**config.mk**
```make
export PLATFORM = sky130hd
export DESIGN_NAME = edit_distance_prefix_score_unit
export DESIGN_NICKNAME = d
export VERILOG_FILES = /design/src/rtl/core/edps_pkg.sv /design/src/rtl/core/edps_head_cell.sv /design/src/rtl/core/edps_dp_cell.sv /design/src/rtl/core/edit_distance_prefix_score_unit.sv
export SDC_FILE = /design/constraint.sdc
export NUM_CORES = 2
export LEC_CHECK = 0
export BUFFER_PORTS_ARGS = -buffer_cell sky130_fd_sc_hd__buf_2
export CORE_MARGIN = 2
export CORE_UTILIZATION = 60
export DETAILED_ROUTE_END_ITERATION = 10
export MAX_ROUTING_LAYER = met4
export PLACE_DENSITY = 0.78
export SLEW_MARGIN = 20
export SYNTH_ARGS = -nofsm -noshare
export SYNTH_HDL_FRONTEND = slang
export SYNTH_SLANG_ARGS = --single-unit
```
**constraint.sdc**
```tcl
create_clock -name clk -period 6.8 [get_ports clk]
set_input_delay 0.68 -clock clk [delete_from_list [all_inputs] [get_ports clk]]
set_output_delay 0.68 -clock clk [all_outputs]
set_load 0.01 [all_outputs]
```
**src/rtl/core/edps_pkg.sv**
```systemverilog
// shared types, constants and helpers for the edit distance prefix score unit
// used by every module of the block; depends on nothing
`default_nettype none

package edps_pkg;

  localparam int MAX_QUERY_LEN = 16;
  localparam int QUERY_SLOTS   = 16;
  localparam int CHAR_W        = 8;
  localparam int DIST_W        = 8;
  localparam int SCORE_W       = 9;
  localparam int CFG_DATA_W    = 64;
  localparam int CFG_INDEX_W   = 2;
  localparam int QLEN_W        = 5;

  localparam logic [SCORE_W-1:0] PREFIX_BONUS = 9'd3;
  localparam logic [DIST_W-1:0]  DIST_MAX     = 8'hFF;

  // configuration register indexes
  localparam logic [CFG_INDEX_W-1:0] REG_QUERY_LOW  = 2'd0;
  localparam logic [CFG_INDEX_W-1:0] REG_QUERY_HIGH = 2'd1;
  localparam logic [CFG_INDEX_W-1:0] REG_QUERY_LEN  = 2'd2;

  // token handed from one cell to the next
  typedef struct packed {
    logic              valid;
    logic              last;
    logic [CHAR_W-1:0] ch;
    logic [DIST_W-1:0] left;      // new column value of the sending cell
    logic [DIST_W-1:0] diag;      // old column value of the sending cell
    logic [DIST_W-1:0] distance;  // distance picked up at the query length cell
    logic              pre;       // prefix flag, final on the last character
  } edps_link_t;

  function automatic logic [DIST_W-1:0] inc_sat(input logic [DIST_W-1:0] v);
    return (v == DIST_MAX) ? v : v + 8'd1;
  endfunction

endpackage

`default_nettype wire

```
**src/rtl/core/edps_head_cell.sv**
```systemverilog
// head of the cell chain: character position, prefix flag and column entry zero
// depends on edps_pkg
`default_nettype none

module edps_head_cell #(
  parameter int MaxQueryLen = edps_pkg::MAX_QUERY_LEN,
  parameter int LenW        = $clog2(MaxQueryLen + 1)
) (
  input  wire logic                        clk,
  input  wire logic                        rst,
  input  wire logic                        advance,
  input  wire logic                        take,
  input  wire logic [edps_pkg::CHAR_W-1:0] word_char,
  input  wire logic                        last_char,
  input  wire logic [edps_pkg::CHAR_W-1:0] qchars [MaxQueryLen],
  input  wire logic [LenW-1:0]             len,
  output edps_pkg::edps_link_t             link_out
);

  localparam int IdxW = (MaxQueryLen > 1) ? $clog2(MaxQueryLen) : 1;

  logic [edps_pkg::DIST_W-1:0] pos;
  logic                        prefix;
  logic [edps_pkg::DIST_W-1:0] pos_next;
  logic                        prefix_next;
  logic                        in_query;
  logic [edps_pkg::DIST_W-1:0] len_ext;

  assign len_ext  = edps_pkg::DIST_W'(len);
  assign in_query = pos < len_ext;
  assign pos_next = edps_pkg::inc_sat(pos);

  always_comb begin
    prefix_next = prefix;
    if (in_query && (word_char != qchars[pos[IdxW-1:0]])) begin
      prefix_next = 1'b0;
    end
  end

  always_ff @(posedge clk) begin
    if (rst) begin
      pos            <= '0;
      prefix         <= 1'b1;
      link_out.valid <= 1'b0;
    end else if (advance) begin
      link_out.valid <= take;
      if (take) begin
        // word state returns to reset after its last character
        pos               <= last_char ? '0 : pos_next;
        prefix            <= last_char ? 1'b1 : prefix_next;
        link_out.last     <= last_char;
        link_out.ch       <= word_char;
        link_out.left     <= pos_next;
        link_out.diag     <= pos;
        link_out.distance <= pos_next;
        link_out.pre      <= prefix_next && (pos_next >= len_ext);
      end
    end
  end

endmodule

`default_nettype wire

```
**src/rtl/core/edps_dp_cell.sv**
```systemverilog
// one column entry of the edit distance recurrence, one query character
// depends on edps_pkg
`default_nettype none

module edps_dp_cell #(
  parameter int MaxQueryLen = edps_pkg::MAX_QUERY_LEN,
  parameter int LenW        = $clog2(MaxQueryLen + 1),
  parameter int Pos         = 1
) (
  input  wire logic                        clk,
  input  wire logic                        rst,
  input  wire logic                        advance,
  input  wire logic [edps_pkg::CHAR_W-1:0] qchar,
  input  wire logic [LenW-1:0]             len,
  input  wire edps_pkg::edps_link_t        link_in,
  output edps_pkg::edps_link_t             link_out
);

  localparam logic [edps_pkg::DIST_W-1:0] ResetVal = edps_pkg::DIST_W'(Pos);

  logic [edps_pkg::DIST_W-1:0] val;
  logic [edps_pkg::DIST_W-1:0] best;
  logic [edps_pkg::DIST_W-1:0] val_new;

  // min of left, up and diagonal
  always_comb begin
    best = link_in.left;
    if (val < best) begin
      best = val;
    end
    if (link_in.diag < best) begin
      best = link_in.diag;
    end
    val_new = (link_in.ch == qchar) ? link_in.diag : edps_pkg::inc_sat(best);
  end

  always_ff @(posedge clk) begin
    if (rst) begin
      val            <= ResetVal;
      link_out.valid <= 1'b0;
    end else if (advance) begin
      link_out.valid <= link_in.valid;
      if (link_in.valid) begin
        val               <= link_in.last ? ResetVal : val_new;
        link_out.last     <= link_in.last;
        link_out.ch       <= link_in.ch;
        link_out.left     <= val_new;
        link_out.diag     <= val;
        link_out.distance <= (len == LenW'(Pos)) ? val_new : link_in.distance;
        link_out.pre      <= link_in.pre;
      end
    end
  end

endmodule

`default_nettype wire

```
**src/rtl/core/edit_distance_prefix_score_unit.sv**
```systemverilog
// top level: configuration registers, systolic cell chain and result register
// depends on edps_pkg, edps_head_cell and edps_dp_cell
//
// usage: write the query bytes and length through the cfg port while idle,
// then stream word characters on the in channel, last_char set on the final
// character of each word. one result item leaves on the out channel for each
// word when the query length is at least two; otherwise the word is dropped.
// a character enters the chain every cycle and moves one cell per cycle while
// in_stall is low, so a new item is taken each cycle; the result of a word
// passes through the head cell register, the MaxQueryLen column cells and the
// result register, in that order, before it shows on out_valid.
// when the receiver stalls with a result waiting, the chain keeps moving
// until the next result reaches the tail; only then is in_stall raised.
// reset clears the query registers to zero and every cell to its initial
// column value; out_valid drops in the cycle after reset.
`default_nettype none

module edit_distance_prefix_score_unit #(
  parameter int MaxQueryLen = edps_pkg::MAX_QUERY_LEN
) (
  input  wire logic                             clk,
  input  wire logic                             rst,
  input  wire logic                             cfg_write,
  input  wire logic [edps_pkg::CFG_INDEX_W-1:0] cfg_index,
  input  wire logic [edps_pkg::CFG_DATA_W-1:0]  cfg_data,
  input  wire logic                             in_valid,
  output logic                                  in_stall,
  input  wire logic [edps_pkg::CHAR_W-1:0]      word_char,
  input  wire logic                             last_char,
  output logic                                  out_valid,
  input  wire logic                             out_stall,
  output logic [edps_pkg::DIST_W-1:0]           edit_distance,
  output logic                                  is_prefix,
  output logic signed [edps_pkg::SCORE_W-1:0]   score
);

  localparam int LenW = $clog2(MaxQueryLen + 1);

  logic [edps_pkg::CFG_DATA_W-1:0] query_low;
  logic [edps_pkg::CFG_DATA_W-1:0] query_high;
  logic [edps_pkg::QLEN_W-1:0]     query_len;
  logic [LenW-1:0]                 len;
  logic [edps_pkg::CHAR_W-1:0]     qchars [MaxQueryLen];
  logic [2*edps_pkg::CFG_DATA_W-1:0] query_all;

  edps_pkg::edps_link_t link [MaxQueryLen+1];

  logic tail_result;
  logic hold;
  logic advance;

  always_ff @(posedge clk) begin
    if (rst) begin
      query_low  <= '0;
      query_high <= '0;
      query_len  <= '0;
    end else if (cfg_write) begin
      unique case (cfg_index)
        edps_pkg::REG_QUERY_LOW:  query_low  <= cfg_data;
        edps_pkg::REG_QUERY_HIGH: query_high <= cfg_data;
        edps_pkg::REG_QUERY_LEN:  query_len  <= cfg_data[edps_pkg::QLEN_W-1:0];
        default: ;
      endcase
    end
  end

  assign len = (query_len > edps_pkg::QLEN_W'(MaxQueryLen)) ? LenW'(MaxQueryLen)
                                                             : LenW'(query_len);
  assign query_all = {query_high, query_low};

  for (genvar i = 0; i < MaxQueryLen; i++) begin : g_qchar
    assign qchars[i] = query_all[i*edps_pkg::CHAR_W +: edps_pkg::CHAR_W];
  end

  // only a result that cannot leave blocks the chain
  assign tail_result = link[MaxQueryLen].valid && link[MaxQueryLen].last && (len >= LenW'(2));
  assign hold        = out_valid && out_stall && tail_result;
  assign advance     = !hold;
  assign in_stall    = hold;

  edps_head_cell #(
    .MaxQueryLen (MaxQueryLen),
    .LenW        (LenW)
  ) u_head (
    .clk       (clk),
    .rst       (rst),
    .advance   (advance),
    .take      (in_valid),
    .word_char (word_char),
    .last_char (last_char),
    .qchars    (qchars),
    .len       (len),
    .link_out  (link[0])
  );

  for (genvar k = 1; k <= MaxQueryLen; k++) begin : g_cell
    edps_dp_cell #(
      .MaxQueryLen (MaxQueryLen),
      .LenW        (LenW),
      .Pos         (k)
    ) u_cell (
      .clk      (clk),
      .rst      (rst),
      .advance  (advance),
      .qchar    (qchars[k-1]),
      .len      (len),
      .link_in  (link[k-1]),
      .link_out (link[k])
    );
  end

  always_ff @(posedge clk) begin
    if (rst) begin
      out_valid <= 1'b0;
    end else if (!(out_valid && out_stall)) begin
      out_valid <= tail_result;
    end
  end

  always_ff @(posedge clk) begin
    if (!(out_valid && out_stall) && tail_result) begin
      edit_distance <= link[MaxQueryLen].distance;
      is_prefix     <= link[MaxQueryLen].pre;
      score         <= link[MaxQueryLen].pre
                       ? ({1'b0, link[MaxQueryLen].distance} - edps_pkg::PREFIX_BONUS)
                       : {1'b0, link[MaxQueryLen].distance};
    end
  end

endmodule

`default_nettype wire

```
# Yosys cells after proc, flatten, opt, wreduce, memory -nomap -nowiden
# Cells that the tools add are included.
[word_totals] out_inout_bits=20 ff_bits=852 elab_cells=402 input_bits=80
[classes] n_mux=105 order_cmp=37 eq_ne=52 reduce_logical=46 add_sub_neg=18 bitwise=3
[ops] operator="$mux 8" count=101
[ops] operator="$lt 8x8->1" count=32
[ops] operator="$add 8x1->8 const B" count=17
[ops] operator="$eq 8x8->1 const B" count=17
[ops] operator="$eq 8x8->1" count=16
[ops] operator="$reduce_and 3->1" count=17
[ops] operator="$eq 5x4->1 const B" count=8
[ops] operator="$reduce_and 2->1" count=20
[ops] operator="$bmux 8 s4" count=1
[ops] operator="$eq 5x3->1 const B" count=4
[ops] operator="$eq 5x2->1 const B" count=2
[ops] operator="$sub 8x2->9 const B" count=1
[ops] operator="$ge 8x5->1" count=1
[ops] operator="$lt 8x5->1" count=1
[ops] operator="$ne 8x8->1" count=1
[ops] operator="$logic_and 1x1->1" count=7
[ops] operator="$eq 5x1->1 const B" count=1
[ops] operator="$eq 5x5->1 const B" count=1
[ops] operator="$ge 5x2->1 const B" count=1
[ops] operator="$ge 5x5->1 const B" count=1
[ops] operator="$gt 5x5->1 const B" count=1
[ops] operator="$mux 5" count=1
[ops] operator="$not 4->5" count=1
[ops] operator="$eq 2x1->1 const B" count=1
[ops] operator="other kinds (5)" count=7

# Logic depth before layout (Yosys ltp)
[logic_depth] depth_word=8 ltp_mapped=22 ltp_nobuf=20

# Hierarchy
# From an unflattened synthesis, not the netlist that was laid out.
[unflattened] cells_unflattened=4918 hier_area_um2=51675.8
[modules_own_cells] mod="edit_distance_prefix_score_unit" area_per_inst_um2=5395.2 cells_each=627 instances=1 seq_area_each_um2=3223.1
[modules_own_cells] mod="edps_head_cell" area_per_inst_um2=3230.6 cells_each=284 instances=1 seq_area_each_um2=980.9
[modules_own_cells] mod="edps_dp_cell at g_cell[6].u_cell" area_per_inst_um2=2757.6 cells_each=249 instances=1 seq_area_each_um2=1201.2
[modules_own_cells] mod="edps_dp_cell at g_cell[4].u_cell" area_per_inst_um2=2743.9 cells_each=246 instances=1 seq_area_each_um2=1201.2
[modules_own_cells] mod="edps_dp_cell at g_cell[9].u_cell" area_per_inst_um2=2733.9 cells_each=245 instances=1 seq_area_each_um2=1201.2
[modules_own_cells] mod="edps_dp_cell at g_cell[15].u_cell" area_per_inst_um2=2731.4 cells_each=243 instances=1 seq_area_each_um2=1201.2
[modules_own_cells] mod="edps_dp_cell at g_cell[11].u_cell" area_per_inst_um2=2728.9 cells_each=267 instances=1 seq_area_each_um2=1201.2
[modules_own_cells] mod="edps_dp_cell at g_cell[14].u_cell" area_per_inst_um2=2726.4 cells_each=254 instances=1 seq_area_each_um2=1201.2
[modules_own_cells] mod="edps_dp_cell at g_cell[7].u_cell" area_per_inst_um2=2723.9 cells_each=250 instances=1 seq_area_each_um2=1201.2
[modules_own_cells] mod="edps_dp_cell at g_cell[5].u_cell" area_per_inst_um2=2721.4 cells_each=247 instances=1 seq_area_each_um2=1201.2
[modules_own_cells] mod="edps_dp_cell at g_cell[1].u_cell" area_per_inst_um2=2685.1 cells_each=243 instances=1 seq_area_each_um2=1201.2
[modules_own_cells] mod="edps_dp_cell at g_cell[12].u_cell" area_per_inst_um2=2681.3 cells_each=260 instances=1 seq_area_each_um2=1201.2
[modules_own_cells] mod="edps_dp_cell at g_cell[3].u_cell" area_per_inst_um2=2675.1 cells_each=256 instances=1 seq_area_each_um2=1201.2
[modules_own_cells] mod="edps_dp_cell at g_cell[8].u_cell" area_per_inst_um2=2658.8 cells_each=248 instances=1 seq_area_each_um2=1201.2
[modules_own_cells] mod="4 more rows"

# Worst setup path before layout
# Ideal clock, no wire load.
[synth_timing] path_kind="flip-flop to flip-flop" start="register g_cell[4].u_cell.link_out[18] (netlist bit)" end="register g_cell[5].u_cell.link_out[1] (netlist bit) (data pin)" t_required_ns=6.540 path_slack_ns=1.742 setup_time_ns=0.260 path_stages_with_launch=22 period_less_slack_ns=5.058 arrival_time_ns=4.799 n_path_buf=2 cell_sequence="edfxtp_1 inv_1 ha_1 a21o_1 a211oi_1 o21ai_1 a21oi_2 clkbuf_1 buf_1 nor2_1 a21oi_1 ha_1 a21o_1 a21o_1 a21oi_1 nor4b_1 o211ai_1 o31ai_2 and3_1 o21ba_2 mux2_2 mux2_2"
[synth_via] elab_chain_len=8 elab_cells_between_ends=9 cone_classes="add/sub (1); order compare (2); eq/ne (1); mux (5)"
[synth_lines] item="start, declared" line="edps_dp_cell.sv:16" source="output edps_pkg::edps_link_t link_out"
[synth_lines] item="$lt 8x8->1" line="edps_dp_cell.sv:28" source="if (val < best) begin"
[synth_lines] item="$mux 8 (*)" line="edps_dp_cell.sv:28"
[synth_lines] item="$lt 8x8->1" line="edps_dp_cell.sv:31" source="if (link_in.diag < best) begin"
[synth_lines] item="$mux 8 (*)" line="edps_dp_cell.sv:31"
[synth_lines] item="$add 8x1->8 / $eq 8x8->1 (equally long branches)" line="edps_pkg.sv:36" source="return (v == DIST_MAX) ? v : v + 8'd1;"
[synth_lines] item="$mux 8 (*)" line="edps_pkg.sv:36"
[synth_lines] item="$mux 8 (*)" line="edps_dp_cell.sv:34" source="val_new = (link_in.ch == qchar) ? link_in.diag : edps_pkg::inc_sat(best);"
[synth_lines] item="named net g_cell[5].u_cell.val_new, one bit" line="edps_dp_cell.sv:23" source="logic [edps_pkg::DIST_W-1:0] val_new;"
[synth_lines] item="$mux 8 (*)" line="edps_dp_cell.sv:49" source="link_out.distance <= (len == LenW'(Pos)) ? val_new : link_in.distance;"
[synth_lines] item="end, declared" line="edps_dp_cell.sv:16"
# The timed path passes the listed nets; every way through them passes the cells marked *.
# A chain may end at the register's enable or synchronous reset.

# Worst setup path in the final report
[layout_timing] start="register g_cell[1].u_cell.link_out[19] (netlist bit)" end="register g_cell[2].u_cell.link_out[6] (netlist bit) (data pin)"
[layout_via] elab_chain_len=8 elab_cells_between_ends=9 cone_classes="add/sub (1); order compare (2); eq/ne (1); mux (5)"
[layout_lines] item="start, declared" line="edps_dp_cell.sv:16"
[layout_lines] item="$lt 8x8->1" line="edps_dp_cell.sv:28"
[layout_lines] item="$mux 8 (*)" line="edps_dp_cell.sv:28"
[layout_lines] item="$lt 8x8->1" line="edps_dp_cell.sv:31"
[layout_lines] item="$mux 8 (*)" line="edps_dp_cell.sv:31"
[layout_lines] item="$add 8x1->8 / $eq 8x8->1 (equally long branches)" line="edps_pkg.sv:36"
[layout_lines] item="$mux 8 (*)" line="edps_pkg.sv:36"
[layout_lines] item="$mux 8 (*)" line="edps_dp_cell.sv:34"
[layout_lines] item="named net g_cell[2].u_cell.val_new, one bit" line="edps_dp_cell.sv:23"
[layout_lines] item="$mux 8 (*)" line="edps_dp_cell.sv:49"
[layout_lines] item="end, declared" line="edps_dp_cell.sv:16"
# Marks and branches as above.

==> metrics.yaml <==
status:
  status: "completed"
power:
  internal_power_mw: 8.47
  p_seq_frac: 0.512
  leakage_nw: 19.9
  p_sw_frac: 0.224
  combPwrFrac: 0.041
  powerDensity_nw_per_um2: 210
  total_power_mw: 10.9
  ir_drop_mv: 0.181
  clkPwrFrac: 0.447
  p_switching_mw: 2.45
sta:
  hold_viol: 0
  fin_crit_sh: 0.904
  max-slew-margin-rel: 0.216
  worstMarginPinSlew_ns: 1.17
  setup_ws_ns: 0.655
  skew_ns: 0.0262
  rsz0062_at_grt: "false"
  slew_violations: 0
  fin_crit_ns: 6.14
  setup_viol: 0
  whs_ns: 0.239
  tns_ns: 0
  fmax_mhz: 163
floorplan:
  fp.dieH_um: 286
  dieWidth_um: 286
  ioPinCount: 100
  die_area_um2: 81600
  rows: 103
  start_util: 0.604
  core_area_um2: 78700
final_layout:
  post-route-util: 0.662
  final_nets: 5057
  syn_to_final_growth_pct: 9.51
  layout-drive-gt1-share: 0.111
  design_area_um2: 52100
  post_layout_nonfiller_instances: 5925
  final.fill_count: 6141
grt:
  track_usage: 0.338
  top_usage_layer: "met2"
  grt.overflow.total: 0
  grt_use_met2: 0.504
  grt_pass1_wl_um: 210000
  met1_usage: 0.468
  grt_pass1_vias: 35700
  grt_max_degree: 132
  antenna_found_initial: 29
  grt_use_met3: 0.0587
detailed_routing:
  post-route-drc-count: 0
  avgViaCountPerCell: 6.48
  ant_nets: 0
  drtPass1Iterations: 6
  vias: 38400
  drt_iter0_markers: 4616
  wirelength_um: 137000
  routedWlPerCell_um: 23.1
synthesis:
  syn_avg_cell_area_um2: 10.1
  synth_fp_nets: 4996
  seq_area_frac_synth: 0.477
  synth_ff_type: "edfxtp_1"
  synth_fa_ha_area_frac: 0.0601
  muxShareOfSynthArea: 0.0821
  ys_warn_count: 0
  netlist_area_um2: 47600
  synth-compound-area-share: 0.163
  synthSimpleGateAreaFrac: 0.156
  synth_xor_area_frac: 0.0298
  yosysUniqueCellTypes: 99
  ys_async_sr_fraction: 0
  syn_inst: 4705
  ys_ff_latch: 852
  synth_top_family_by_area: "compound AO/OA/AOI/OAI gates"
  synth_edf_count: 564
run:
  max_cap_violations: 0
clock_network:
  clkSinkCount: 852
  cts_buffers: 88
  cts_tree: "yes"
  hold_buffers: 0
  clkTransAtPathRegs_ns: 0.07
  post_cts_buffers: 0
  cts_max_level: 3
  clock_path_buffers: 3
  cts_root_buf: "clkbuf_16"
  clock_latency_ns: 0.65
  cts_resized: 0
place:
  dp_slack_ns: 0.873
  io_buffers: 99
  dp_cells: 5726
  dpl_cell_area_um2: 49100
  place.gp.congestion: 0.970
  post-dp-hpwl_um: 101000
worst_hold_path:
  hp-start: "word_char[2]"
  hold_class: "in -> reg"
setup_path:
  cp_num_buf_inv: 1
  cpPeakStageDelay_ns: 0.57
  cp-start-kind: "register"
  critical_path_arrival_ns: 6.55
  crit_start: "g_cell[1].u_cell.link_out[19]"
  slowest_stage: "nor2_1"
  critPathTopFamily: "simple AND/OR/NAND/NOR gates"
  crit_chain: "inv_1 -> ha_1 -> a21oi_1 -> o21ai_0 -> a311o_1 -> o21a_1 -> nor2_1 -> a21oi_1 -> ha_1 -> nand4_1 -> or2_2 -> nor2_1 -> or4b_1 -> nand3_1 -> or2_1 -> mux2i_1 -> mux2i_1 -> a211oi_1 -> mux2_2"
  end_kind: "register"
  cp_max_fo: 13
  required_ns: 7.20
  path_class: "reg -> reg"
  rrSetupSlack_ns: 0.66
  regToRegStartpoint: "g_cell[1].u_cell.link_out[19]"
==> state kept, by name (all words and copies together), names as in the netlist, 8 cells and up <==
| register | flops |
|---|---|
| g_cell.u_cell.link_out | 536 |
| g_cell.u_cell.val | 128 |
| query_high | 64 |
| query_low | 64 |
| u_head.link_out | 27 |
| score | 9 |
| edit_distance | 8 |
| u_head.pos | 8 |
==> cell type report <==
cell class / count / area (µm²) / area share
repair buffers: 147 / 877 / 0.0168
multi-input cells: 3444 / 23400 / 0.448
flip-flops and latches: 852 / 22700 / 0.436
well taps: 1050 / 1310 / 0.0252
clock buffers: 124 / 2480 / 0.0475
inverters: 233 / 876 / 0.0168
clock inverters: 42 / 423 / 0.00811
diodes: 33 / 82.6 / 0.00158
==> cell usage after synthesis, types with 27 or more instances <==
master	number	area [µm²]
nor3_1	100	500
nor4_1	32	200
nand4_1	59	369
and3_1	89	557
a21oi_1	393	1970
nand2_1	613	2300
o21a_1	27	203
mux2_2	143	1610
a31oi_1	54	338
a32o_1	44	440
nand2b_1	51	319
xor2_1	103	902
inv_1	231	867
xnor2_1	59	517
clkbuf_1	142	533
mux2i_1	137	1370
ha_1	211	2640
nor2_1	322	1210
nand3_1	115	576
o21ai_0	149	746
edfxtp_1	564	16900
nor2b_1	32	200
mux4_2	40	901
and2_1	34	213
o31ai_1	32	240
a21o_1	80	601
o211ai_1	36	270
a211oi_1	40	300
dfxtp_1	288	5770
==> kinds of logic after synthesis <==
family | Yosys count
simple gates | 1572
compound gates | 1155
flops | 852
buf+inv | 409
mux | 322
fa+ha+maj | 233
xor+xnor | 162
==> power by group through the flow <==
stage | Clock (mW) | Sequential [mW] | Combinational [mW]
after floorplan | 0 | 5.67 | 0.289
after CTS | 4.90 | 5.59 | 0.440
after global routing | 5.12 | 5.59 | 0.483
after detailed placement | 0 | 5.70 | 0.434
final | 4.88 | 5.59 | 0.453
after global placement | 0 | 5.70 | 0.430
==> placed cells by master (no fill, tap or decap), types with 31 or more instances in the layout <==
cell type  count
and2_1        34
o211ai_1      36
mux2_2       143
ha_1         211
nand2_1      613
o21ai_0      149
nor4_1        31
a31oi_1       54
diode_2       33
dfxtp_1      286
mux4_2        40
a21o_1        80
nor2b_1       32
inv_1        230
buf_2         98
a21oi_1      392
nand4_1       59
o31ai_1       32
nor2_1       321
buf_4         47
and3_1        89
a211oi_1      40
a32o_1        44
xor2_1       103
xnor2_1       59
clkbuf_16     88
edfxtp_1     564
nand2b_1      51
nor3_1       100
nand3_1      115
mux2i_1      137
==> final timing paths <==
check,endpoint,cells after the start
max,g_cell[2].u_cell.link_out[6],19
min reg2reg,g_cell[13].u_cell.link_out[0],0
max reg2reg,g_cell[2].u_cell.link_out[6],19
min,u_head.link_out[27],1
==> worst reg2reg max path: cells and delay by family, from the launching register on <==
kind | cells | cell delay [ns]
simple gates | 7 | 2.52
compound gates | 6 | 1.39
flops | 1 | 0.41
buf+inv | 1 | 0.10
fa+ha+maj | 2 | 0.59
mux | 3 | 0.88
==> layer usage <==
metal	routed length (µm)	up-vias	share of wire
li1	-	17700	-
met4	4550	0	0.033
met2	62000	1838	0.45
met1	57000	18500	0.42
met3	13300	296	0.097
met5	0	-	0
Note: power is estimated with default switching activity, not from simulation.
